--- config.mk ---
export PLATFORM = sky130hd
export DESIGN_NAME = http_response_framer_unit_flat
export DESIGN_NICKNAME = d
export VERILOG_FILES = /design/src/rtl/hrf_pkg.sv /design/src/rtl/hrf_in_if.sv /design/src/rtl/hrf_out_if.sv /design/src/rtl/hrf_core.sv /design/src/rtl/http_response_framer_unit.sv /design/src/flat_wrapper.sv
export VERILOG_INCLUDE_DIRS = /design/src /design/src/rtl
export SDC_FILE = /design/constraint.sdc
export NUM_CORES = 1
export LEC_CHECK = 0
export BUFFER_PORTS_ARGS = -buffer_cell sky130_fd_sc_hd__buf_2
export CORE_MARGIN = 2
export CORE_UTILIZATION = 55
export DETAILED_ROUTE_END_ITERATION = 6
export PLACE_DENSITY = 0.77
export SYNTH_ARGS = -nofsm -noshare
export SYNTH_HDL_FRONTEND = slang
export SYNTH_HIERARCHICAL = 1
export SYNTH_SLANG_ARGS = --single-unit
--- constraint.sdc ---
create_clock -name clk_i -period 5.46 [get_ports clk_i]
set_clock_uncertainty 0.2 [all_clocks]
set_input_delay 0.819 -clock clk_i [delete_from_list [all_inputs] [get_ports clk_i]]
set_output_delay 0.819 -clock clk_i [all_outputs]
set_load 0.005 [all_outputs]
--- src/rtl/assert_macros.svh ---
// assertion helpers shared by the rtl files
// all checks run on clk_i and are off while rst_ni is low
`ifndef ASSERT_MACROS_SVH
`define ASSERT_MACROS_SVH

// property that must hold at every clock edge
`define HRF_ASSERT(label, prop) \
  label: assert property (@(posedge clk_i) disable iff (!rst_ni) (prop)) \
    else $error("hrf assertion failed");

// when ante holds, cons must hold in the following cycle
`define HRF_ASSERT_NEXT(label, ante, cons) \
  `HRF_ASSERT(label, (ante) |=> (cons))

`endif

--- src/rtl/hrf_pkg.sv ---
package hrf_pkg;

  // body counter width
  localparam int unsigned COUNT_BITS = 32;

  // limits of the parsed values
  localparam logic [15:0] CODE_MAX = 16'hFFFF;
  localparam logic [30:0] LEN_MAX  = 31'h7FFF_FFFF;

  // characters the parser looks for
  localparam logic [7:0] CHAR_NUL = 8'h00;
  localparam logic [7:0] CHAR_TAB = 8'h09;
  localparam logic [7:0] CHAR_LF  = 8'h0A;
  localparam logic [7:0] CHAR_CR  = 8'h0D;
  localparam logic [7:0] CHAR_SP  = 8'h20;
  localparam logic [7:0] CHAR_0   = 8'h30;
  localparam logic [7:0] CHAR_9   = 8'h39;
  localparam logic [7:0] CHAR_C   = 8'h43;

  // length header prefix, first character in the top byte
  localparam logic [127:0] PREFIX_STR = "Content-Length: ";

  typedef enum logic [1:0] {
    CODE_WAIT,
    CODE_DIGITS,
    CODE_DONE
  } code_phase_e;

  typedef enum logic [1:0] {
    LEN_SEEK,
    LEN_DIGITS,
    LEN_DONE
  } len_phase_e;

  // one input item
  typedef struct packed {
    logic [7:0] data_byte;
    logic       chunk_end;
    logic       new_response;
  } item_t;

  // one result item
  typedef struct packed {
    logic        header_valid;
    logic [15:0] status_code;
    logic        code_valid;
    logic [30:0] content_length;
    logic        length_valid;
    logic [31:0] body_bytes;
    logic        data_complete;
  } res_t;

  // prefix character at a given match position
  function automatic logic [7:0] prefix_char(logic [3:0] idx);
    logic [3:0] rev;
    rev = 4'd15 - idx;
    return PREFIX_STR[{rev, 3'b000} +: 8];
  endfunction

  // header terminator character: CR LF CR LF
  function automatic logic [7:0] sep_char(logic [1:0] pos);
    return pos[0] ? CHAR_LF : CHAR_CR;
  endfunction

endpackage

--- src/rtl/hrf_in_if.sv ---
interface hrf_in_if;
  logic       valid;
  logic       ready;
  logic [7:0] data_byte;
  logic       chunk_end;
  logic       new_response;

  modport source (output valid, output data_byte, output chunk_end,
                  output new_response, input ready);
  modport sink (input valid, input data_byte, input chunk_end,
                input new_response, output ready);
endinterface

--- src/rtl/hrf_out_if.sv ---
interface hrf_out_if;
  logic        valid;
  logic        ready;
  logic        header_valid;
  logic [15:0] status_code;
  logic        code_valid;
  logic [30:0] content_length;
  logic        length_valid;
  logic [31:0] body_bytes;
  logic        data_complete;

  modport source (output valid, output header_valid, output status_code,
                  output code_valid, output content_length, output length_valid,
                  output body_bytes, output data_complete, input ready);
  modport sink (input valid, input header_valid, input status_code,
                input code_valid, input content_length, input length_valid,
                input body_bytes, input data_complete, output ready);
endinterface

--- src/rtl/hrf_core.sv ---
module hrf_core (
  input  logic           clk_i,
  input  logic           rst_ni,
  input  logic           acc_i,
  input  hrf_pkg::item_t item_i,
  output hrf_pkg::res_t  res_o
);

  // parser state
  logic [1:0]                     sep_q, sep_d;
  logic                           header_q, header_d;
  hrf_pkg::code_phase_e           code_phase_q, code_phase_d;
  logic [15:0]                    code_val_q, code_val_d;
  logic                           code_seen_q, code_seen_d;
  logic [3:0]                     prefix_q, prefix_d;
  hrf_pkg::len_phase_e            len_phase_q, len_phase_d;
  logic [30:0]                    len_val_q, len_val_d;
  logic                           len_ok_q, len_ok_d;
  logic [hrf_pkg::COUNT_BITS-1:0] body_q, body_d;
  logic                           drop_q, drop_d;

  logic [7:0]  c;
  logic        fresh;
  logic        is_digit;
  logic [3:0]  digit;
  logic [19:0] code_acc;
  logic [34:0] len_acc;
  logic [63:0] body_wide;

  assign c        = item_i.data_byte;
  assign fresh    = item_i.new_response;
  assign is_digit = c inside {[hrf_pkg::CHAR_0 : hrf_pkg::CHAR_9]};
  assign digit    = c[3:0];

  // next state for the accepted byte
  always_comb begin
    sep_d        = fresh ? 2'd0 : sep_q;
    header_d     = fresh ? 1'b0 : header_q;
    code_phase_d = fresh ? hrf_pkg::CODE_WAIT : code_phase_q;
    code_val_d   = fresh ? 16'd0 : code_val_q;
    code_seen_d  = fresh ? 1'b0 : code_seen_q;
    prefix_d     = fresh ? 4'd0 : prefix_q;
    len_phase_d  = fresh ? hrf_pkg::LEN_SEEK : len_phase_q;
    len_val_d    = fresh ? 31'd0 : len_val_q;
    len_ok_d     = fresh ? 1'b0 : len_ok_q;
    body_d       = fresh ? '0 : body_q;
    drop_d       = fresh ? 1'b0 : drop_q;

    // decimal accumulate on the values before this byte
    code_acc = 20'(code_val_d) * 20'd10 + 20'(digit);
    len_acc  = 35'(len_val_d) * 35'd10 + 35'(digit);

    if (drop_d) begin
      if (item_i.chunk_end) drop_d = 1'b0;
    end else if (c == hrf_pkg::CHAR_NUL) begin
      drop_d = !item_i.chunk_end;
    end else if (header_d) begin
      // body byte, saturating count
      if (body_d != '1) body_d = body_d + {{(hrf_pkg::COUNT_BITS-1){1'b0}}, 1'b1};
    end else begin
      // status code field
      case (code_phase_d)
        hrf_pkg::CODE_WAIT: begin
          if (c == hrf_pkg::CHAR_SP) code_phase_d = hrf_pkg::CODE_DIGITS;
        end
        hrf_pkg::CODE_DIGITS: begin
          if (is_digit) begin
            code_val_d  = (code_acc > 20'(hrf_pkg::CODE_MAX)) ? hrf_pkg::CODE_MAX
                                                             : code_acc[15:0];
            code_seen_d = 1'b1;
          end else begin
            code_phase_d = hrf_pkg::CODE_DONE;
          end
        end
        default: ;
      endcase

      // content length prefix and value
      case (len_phase_d)
        hrf_pkg::LEN_SEEK: begin
          if (c == hrf_pkg::prefix_char(prefix_d)) begin
            if (prefix_d == 4'd15) begin
              prefix_d    = 4'd0;
              len_phase_d = hrf_pkg::LEN_DIGITS;
            end else begin
              prefix_d = prefix_d + 4'd1;
            end
          end else begin
            prefix_d = (c == hrf_pkg::CHAR_C) ? 4'd1 : 4'd0;
          end
        end
        hrf_pkg::LEN_DIGITS: begin
          if (is_digit) begin
            if (len_acc > 35'(hrf_pkg::LEN_MAX)) begin
              len_ok_d    = 1'b0;
              len_phase_d = hrf_pkg::LEN_DONE;
            end else begin
              len_val_d = len_acc[30:0];
              len_ok_d  = 1'b1;
            end
          end else if (!len_ok_d && (c == hrf_pkg::CHAR_SP || c == hrf_pkg::CHAR_TAB)) begin
            // leading blank, skip
          end else begin
            len_phase_d = hrf_pkg::LEN_DONE;
          end
        end
        default: ;
      endcase

      // header terminator
      if (c == hrf_pkg::sep_char(sep_d)) begin
        if (sep_d == 2'd3) begin
          sep_d    = 2'd0;
          header_d = 1'b1;
        end else begin
          sep_d = sep_d + 2'd1;
        end
      end else begin
        sep_d = (c == hrf_pkg::CHAR_CR) ? 2'd1 : 2'd0;
      end
    end
  end

  // state registers
  always_ff @(posedge clk_i or negedge rst_ni) begin
    if (!rst_ni) begin
      sep_q        <= 2'd0;
      header_q     <= 1'b0;
      code_phase_q <= hrf_pkg::CODE_WAIT;
      code_val_q   <= 16'd0;
      code_seen_q  <= 1'b0;
      prefix_q     <= 4'd0;
      len_phase_q  <= hrf_pkg::LEN_SEEK;
      len_val_q    <= 31'd0;
      len_ok_q     <= 1'b0;
      body_q       <= '0;
      drop_q       <= 1'b0;
    end else if (acc_i) begin
      sep_q        <= sep_d;
      header_q     <= header_d;
      code_phase_q <= code_phase_d;
      code_val_q   <= code_val_d;
      code_seen_q  <= code_seen_d;
      prefix_q     <= prefix_d;
      len_phase_q  <= len_phase_d;
      len_val_q    <= len_val_d;
      len_ok_q     <= len_ok_d;
      body_q       <= body_d;
      drop_q       <= drop_d;
    end
  end

  // result from the updated state
  assign body_wide = 64'(body_d);

  always_comb begin
    res_o.header_valid   = header_d;
    res_o.status_code    = code_val_d;
    res_o.code_valid     = code_seen_d;
    res_o.content_length = len_val_d;
    res_o.length_valid   = len_ok_d;
    res_o.body_bytes     = (|body_wide[63:32]) ? 32'hFFFF_FFFF : body_wide[31:0];
    res_o.data_complete  = header_d && len_ok_d && (body_wide == 64'(len_val_d));
  end

endmodule

--- src/rtl/http_response_framer_unit.sv ---
// Frames one HTTP response that arrives one byte per item: it tracks the
// status code after the first space, the Content-Length value inside the
// header, the CR LF CR LF header end and the count of body bytes, and
// gives one result item for every byte taken. A NUL byte drops itself and
// the rest of its chunk; new_response clears all state before its byte.
// The block takes one byte every cycle while no result waits or the waiting
// result is taken in the same cycle; a byte's result appears in the output
// register in the cycle after the byte is accepted. The parser state update
// (the decimal multiply-accumulate of the length value and the body count
// compare) is combinational.
`include "assert_macros.svh"

module http_response_framer_unit (
  input logic      clk_i,
  input logic      rst_ni,
  hrf_in_if.sink   in_i,
  hrf_out_if.source out_o
);

  logic           in_acc;
  hrf_pkg::item_t item;
  hrf_pkg::res_t  res_next;
  hrf_pkg::res_t  res_q;
  logic           out_valid_q;

  // input handshake: free output slot or result leaving now
  assign in_i.ready = !out_valid_q || out_o.ready;
  assign in_acc     = in_i.valid && in_i.ready;

  assign item.data_byte    = in_i.data_byte;
  assign item.chunk_end    = in_i.chunk_end;
  assign item.new_response = in_i.new_response;

  // parser state and result logic
  hrf_core u_core (
    .clk_i  (clk_i),
    .rst_ni (rst_ni),
    .acc_i  (in_acc),
    .item_i (item),
    .res_o  (res_next)
  );

  // output valid flag
  always_ff @(posedge clk_i or negedge rst_ni) begin
    if (!rst_ni) begin
      out_valid_q <= 1'b0;
    end else if (in_acc) begin
      out_valid_q <= 1'b1;
    end else if (out_o.ready) begin
      out_valid_q <= 1'b0;
    end
  end

  // output payload register
  always_ff @(posedge clk_i) begin
    if (in_acc) begin
      res_q <= res_next;
    end
  end

  assign out_o.valid          = out_valid_q;
  assign out_o.header_valid   = res_q.header_valid;
  assign out_o.status_code    = res_q.status_code;
  assign out_o.code_valid     = res_q.code_valid;
  assign out_o.content_length = res_q.content_length;
  assign out_o.length_valid   = res_q.length_valid;
  assign out_o.body_bytes     = res_q.body_bytes;
  assign out_o.data_complete  = res_q.data_complete;

  // an accepted item always leaves a result behind
  `HRF_ASSERT_NEXT(a_acc_gives_result, in_acc, out_valid_q)
  // completion needs a finished header and a valid length
  `HRF_ASSERT(a_complete_needs_frame,
              !out_valid_q || !res_q.data_complete ||
              (res_q.header_valid && res_q.length_valid))
  // body bytes are only counted after the header end
  `HRF_ASSERT(a_body_after_header,
              !out_valid_q || res_q.body_bytes == 32'd0 || res_q.header_valid)
  // a status code without digits stays zero
  `HRF_ASSERT(a_code_zero_without_digit,
              !out_valid_q || res_q.code_valid || res_q.status_code == 16'd0)

endmodule

--- src/flat_wrapper.sv ---
// flat-port wrapper written by rule: the top's interface ports become plain ports
module http_response_framer_unit_flat 
  (clk_i, rst_ni, in_i_valid, in_i_data_byte, in_i_chunk_end, in_i_new_response, in_i_ready, out_o_valid, out_o_header_valid, out_o_status_code, out_o_code_valid, out_o_content_length, out_o_length_valid, out_o_body_bytes, out_o_data_complete, out_o_ready);
  hrf_in_if in_i_i ();
  hrf_out_if out_o_i ();
  input logic clk_i;
  input logic rst_ni;
  input wire logic [$bits(in_i_i.valid)-1:0] in_i_valid;
  input wire logic [$bits(in_i_i.data_byte)-1:0] in_i_data_byte;
  input wire logic [$bits(in_i_i.chunk_end)-1:0] in_i_chunk_end;
  input wire logic [$bits(in_i_i.new_response)-1:0] in_i_new_response;
  output wire logic [$bits(in_i_i.ready)-1:0] in_i_ready;
  output wire logic [$bits(out_o_i.valid)-1:0] out_o_valid;
  output wire logic [$bits(out_o_i.header_valid)-1:0] out_o_header_valid;
  output wire logic [$bits(out_o_i.status_code)-1:0] out_o_status_code;
  output wire logic [$bits(out_o_i.code_valid)-1:0] out_o_code_valid;
  output wire logic [$bits(out_o_i.content_length)-1:0] out_o_content_length;
  output wire logic [$bits(out_o_i.length_valid)-1:0] out_o_length_valid;
  output wire logic [$bits(out_o_i.body_bytes)-1:0] out_o_body_bytes;
  output wire logic [$bits(out_o_i.data_complete)-1:0] out_o_data_complete;
  input wire logic [$bits(out_o_i.ready)-1:0] out_o_ready;
  assign in_i_i.valid = in_i_valid;
  assign in_i_i.data_byte = in_i_data_byte;
  assign in_i_i.chunk_end = in_i_chunk_end;
  assign in_i_i.new_response = in_i_new_response;
  assign in_i_ready = in_i_i.ready;
  assign out_o_valid = out_o_i.valid;
  assign out_o_header_valid = out_o_i.header_valid;
  assign out_o_status_code = out_o_i.status_code;
  assign out_o_code_valid = out_o_i.code_valid;
  assign out_o_content_length = out_o_i.content_length;
  assign out_o_length_valid = out_o_i.length_valid;
  assign out_o_body_bytes = out_o_i.body_bytes;
  assign out_o_data_complete = out_o_i.data_complete;
  assign out_o_i.ready = out_o_ready;
  http_response_framer_unit u_core (.clk_i(clk_i), .rst_ni(rst_ni), .in_i(in_i_i), .out_o(out_o_i));
endmodule
Word level (Yosys, flattened, before mapping)
Cells that the tools add are included.
W data, S select, Z words.
- bits of input ports: 14
- bits in registers: 177
- logic and storage cells: 135
- output and inout bits: 85
- add/subtract/negate cells: 6
- reductions and logical operators: 14
- muxes and demuxes: 77
- multiply operators: 2
- shift operators: 1
- magnitude comparators: 4
- equality and inequality tests: 12
- operators with widths (cell ; number):
    $mux W31 ; 7
    $mux W32 ; 5
    $shiftx A128 B8 Y8 const A ; 1
    $mux W16 ; 7
    $mux W2 ; 21
    $add A35 B4 Y35 ; 1
    $gt A35 B31 Y1 const B ; 1
    $mul A31 B3 Y34 const B ; 1
    $add A32 B1 Y32 const B ; 1
    $eq A32 B31 Y1 ; 1
    $ne A32 B32 Y1 const B ; 1
    $mux W4 ; 7
    $mux W1 ; 27
    $add A20 B4 Y20 ; 1
    $gt A20 B16 Y1 const B ; 1
    $mul A16 B3 Y19 const B ; 1
    $eq A8 B4 Y1 const B ; 2
    $eq A8 B4 Y1 ; 1
    $eq A8 B6 Y1 const B ; 1
    $eq A8 B7 Y1 const B ; 1
    $eq A8 B8 Y1 ; 1
    $ge A8 B6 Y1 const B ; 1
    $le A8 B6 Y1 const B ; 1
    $logic_not A8 Y1 ; 1
    other kinds (13) ; 23

Longest topological paths before layout
- depth after elaboration: 12
- gate-level depth with buffers: 28
- mapped depth without buffers: 19

By module
Netlist, hierarchy kept.
- modules (own cells, without submodules) (module ; seq. area each (um^2) ; cells each ; area each (um^2) ; instances):
    hrf_core ; 2327.2 ; 1456 ; 11283.3 ; 1
    http_response_framer_unit ; 2517.4 ; 87 ; 2546.2 ; 1

Least setup slack after synthesis
Ideal clock, no wire load.
- path kind: input to register
- start: input in_i_new_response
- end: register u_core.res_q, in the netlist u_core/out_o.data_complete (data pin)
- required time: 5090 ps
- library setup time: 170 ps
- path buffers: 10
- arrival: 7304 ps
- slack: -2214 ps
- cell stages on the path: 26
- path through: buf_2 buf_1 clkbuf_1 clkbuf_1 clkbuf_1 clkbuf_1 buf_1 clkbuf_1 nor2_1 ha_1 buf_4 a21oi_1 o221ai_1 a221o_1 nor2_1 xor2_1 or4b_1 or4_1 buf_6 or4_4 nand2_4 mux2_2 xnor2_1 nor4_1 nand4_1 nor4_2
- RTL lines (what ; line ; text):
    start: declaration ; flat_wrapper.sv:11 ; input wire logic [$bits(in_i_i.new_response)-1:0] in_i_new_response;
    end signal: assignment ; http_response_framer_unit.sv:57 ; res_q <= res_next;
    end: declaration ; http_response_framer_unit.sv:23 ; hrf_pkg::res_t res_q;

==> reports/summary.txt <==
status: finished, violations left
failing checks: setup timing
Total Negative Setup Slacks: -0.408 ns
Vias/cell: 6.18
Top Ports: 99
Ys Warns: 6
chip height: 163 µm
most frequent cells in the layout: 349 x buf_4, 150 x nor2_1, 123 x nand2_1
Finished Core Util: 74.2%
RSZ-0062 raised after global routing: true
clock buffers created by TritonCTS: 17
Synth Register Bits: 177
R2R Setup Slk: -0.34 ns
via count: 14,200
H-Tree Depth: 4
all-layer global routing usage: 36.8%
wire per inst: 21.4 µm
Clk pin slew, worst setup/hold paths: 0.08 ns
Root Buffer: clkbuf_16
post-synth net total: 1,636
maximum vdd drop: 200 µV
drt total wl: 49.0 mm
critical-path cell list: buf_12 -> inv_2 -> buf_12 -> buf_4 -> and3_1 -> ha_2 -> a21oi_1 -> o21ai_0 -> a221o_1 -> nor2_2 -> xor2_1 -> or4b_4 -> or4_4 -> or4_4 -> nand2_8 -> buf_4 -> mux2i_4 -> xnor2_2 -> a211oi_2 -> nand4_1 -> nor4_2
first-pass GRT wire length: 75.4 mm
maximum clock path buffer count: 2
first-pass iteration count of the detailed router: 6
Layout Cells excl Fill: 2,293
worst skew pair latency: 0.45 ns
PD cells: 185 nW/µm²
FMAX: 170 MHz
final hold viol count: 0
Die ar.: 26,400 µm²
Rows: 58
Routed Antenna Nets: 0
Synth Area per Inst: 8.96 µm²
Post-synth EDFFs: 83
fin crit share: 107%
power after layout: 3.42 mW
Post-synth top flop: dfrtp_1
Area growth syn-to-layout: 34.0%
Leak: 8.36 nW
PnR worst setup slack: -0.408 ns
Final min period: 5.87 ns
register area share after synthesis: 35.0%
MaxCap Viol Count: 0
Post-Syn Area: 13,800 µm²
vias in the first global route: 14,000
largest net degree at the start of global routing: 160
FFs w/ async S/R, synth: 53.1%
WP data arrival: 5.92 ns
kind of critical path: primary input to register
Finish-stage setup viols: 1
Slew @ Worst Pin: 0.927 ns
DRC violations left: 0
NumNets Final: 2,042
Core ar.: 25,000 µm²
Slew Limit Fails: 0
chip width: 163 µm
global placer's final weighted congestion: 0.974
Critical Path End Type: register
1st-iter DRT viols: 1,562
CP max-delay cell: or4_4
Fillers: 1,783
dpl hpwl: 35.9 mm
CTS tree: done
input/output buffers: 98
Synth Instances: 1,543
grt ovf: 0
Initial Utilization: 55.4%
initial antenna violation count: 1
Cell variety after synth: 92
Critical Path Source Type: primary input
relative slew slack: 38.2%
placed cells: 2,236
share of cells above drive strength 1: 34.7%
HP Class: primary input to async pin
leading cell type in the layout, fill and taps excluded: buf_4
required arrival time at the worst endpoint: 5.51 ns
Sink Count: 177
max incr delay on CP: 0.59 ns
Crit Path Max Fanout: 8
## area by class of cell
class	instances	area [µm²]	area share, %
multi-input combinational	1246	9140	49.3
sequential	177	4840	26.1
timing repair buffer	458	3340	18.0
clock buffer	17	425	2.30
tap	330	413	2.23
clock inverter	15	191	1.03
inverter	49	184	0.992
antenna	1	2.50	0.0135
## worst max-delay path: cells and delay by family
| kind | cells | cell delay [ns] |
|---|---|---|
| AOI/OAI and AO/OA | 4 | 0.99 |
| xor gates and xnor gates | 2 | 0.22 |
| adders and majority gates | 1 | 0.32 |
| buffers and inverters | 5 | 0.59 |
| muxes | 1 | 0.28 |
| and+or+nand+nor | 8 | 2.67 |
## final timing paths
kind / start / endpoint / cells past startpoint
setup reg to reg: u_core/u_core/len_val_q[2] / u_core/out_o.data_complete / 19
hold reg to reg: u_core/u_core/code_val_q[2] / u_core/u_core/code_val_q[2] / 2
hold / removal: rst_ni / u_core/u_core/code_val_q[14] / 1
setup / recovery: in_i_new_response / u_core/out_o.data_complete / 21
min in group clk_i: u_core/u_core/code_val_q[2] / u_core/u_core/code_val_q[2] / 2
max in group asynchronous: rst_ni / u_core/u_core/len_val_q[20] / 2
## timing repair
item / 4_1_cts / 5_1_grt
setup endpoints to repair: 9 / 32
resized for setup: 46 / 60
pin swaps: 23 / 29
hold buffers: 0 / 0
setup buffers: 12 / 15
gates cloned: 1 / 0
## per-stage QoR
step | hold slack (ns) | instance area, µm² | worst slack [ns]
floorplan | 0.241 | 14100 | -0.932
global placement | 0.256 | 17200 | -0.675
detailed placement | 0.273 | 17200 | -0.937
CTS | 0.290 | 18200 | -0.302
global route | 0.312 | 18500 | -0.573
finish | 0.278 | 18500 | -0.408
## cell families (layout without fill, tap and decap cells)
group | after synthesis | after routing | share of synthesized area (%)
AO/OA/AOI/OAI | 334 | 334 | 16.0
AND/OR/NAND/NOR | 623 | 623 | 23.6
buffers and inverters | 120 | 539 | 3.72
flip-flops | 177 | 177 | 35.0
multiplexers | 69 | 69 | 5.47
XOR/XNOR | 140 | 140 | 8.87
other | 0 | 1 | 0
adder cells (fa/ha/maj) | 80 | 80 | 7.38
## report_power, final
group	switching [mW]	internal (mW)	leakage, nW
Clock	0.643	0.662	0.296
Sequential	0.0515	1.46	2.09
Combinational	0.345	0.262	5.98
## synthesized netlist by cell type, types with 5 or more instances
cell        n  share of area, %
a211o_1     5              0.32
a211oi_1    7              0.38
a21o_1     28               1.5
a21oi_1    90               3.3
a22o_1      9              0.57
a31oi_1    18              0.81
a41oi_1     5              0.32
and2_1     23               1.0
and3_1     27               1.2
and4_1     12              0.76
buf_1       8              0.22
buf_2      12              0.43
buf_4       5              0.27
clkbuf_1   42               1.1
dfrtp_1    94                17
edfxtp_1   83                18
ha_1       76               6.9
inv_1      48               1.3
mux2_2     53               4.3
mux2i_1    16               1.2
nand2_1   125               3.4
nand2b_1   12              0.54
nand3_1    59               2.1
nand3b_1    7              0.38
nand4_1    27               1.2
nor2_1    159               4.3
nor2b_1    45               2.0
nor3_1     36               1.3
nor3b_1     8              0.43
nor4_1     24               1.1
o211ai_1    9              0.49
o21a_1     13              0.71
o21ai_0    73               2.6
o21ai_1     8              0.29
o31ai_1     6              0.33
or2_2       8              0.36
or3_1      18              0.81
or4_1       6              0.33
xnor2_1    89               5.6
xor2_1     51               3.2
## metal layers
| layer | GRT usage (%) | routed length [µm] | vias to the layer above |
|---|---|---|---|
| li1 | - | - | 6464 |
| met1 | 46.6 | 19300 | 6803 |
| met2 | 63.0 | 23500 | 746 |
| met3 | 5.22 | 3860 | 165 |
| met4 | 15.9 | 2420 | 0 |
| met5 | 0 | 0 | - |
## registers in the layout, indices dropped and copies added (netlist names), 2 cells and up
name	count
u_core/u_core/code_phase_q	2
u_core/out_o.status_code	16
u_core/u_core/len_phase_q	2
u_core/u_core/prefix_q	4
u_core/u_core/sep_q	2
u_core/u_core/code_val_q	16
u_core/u_core/len_val_q	31
u_core/out_o.content_length	31
u_core/u_core/body_q	32
u_core/out_o.body_bytes	32
Note: power is estimated with default switching activity, not from simulation.
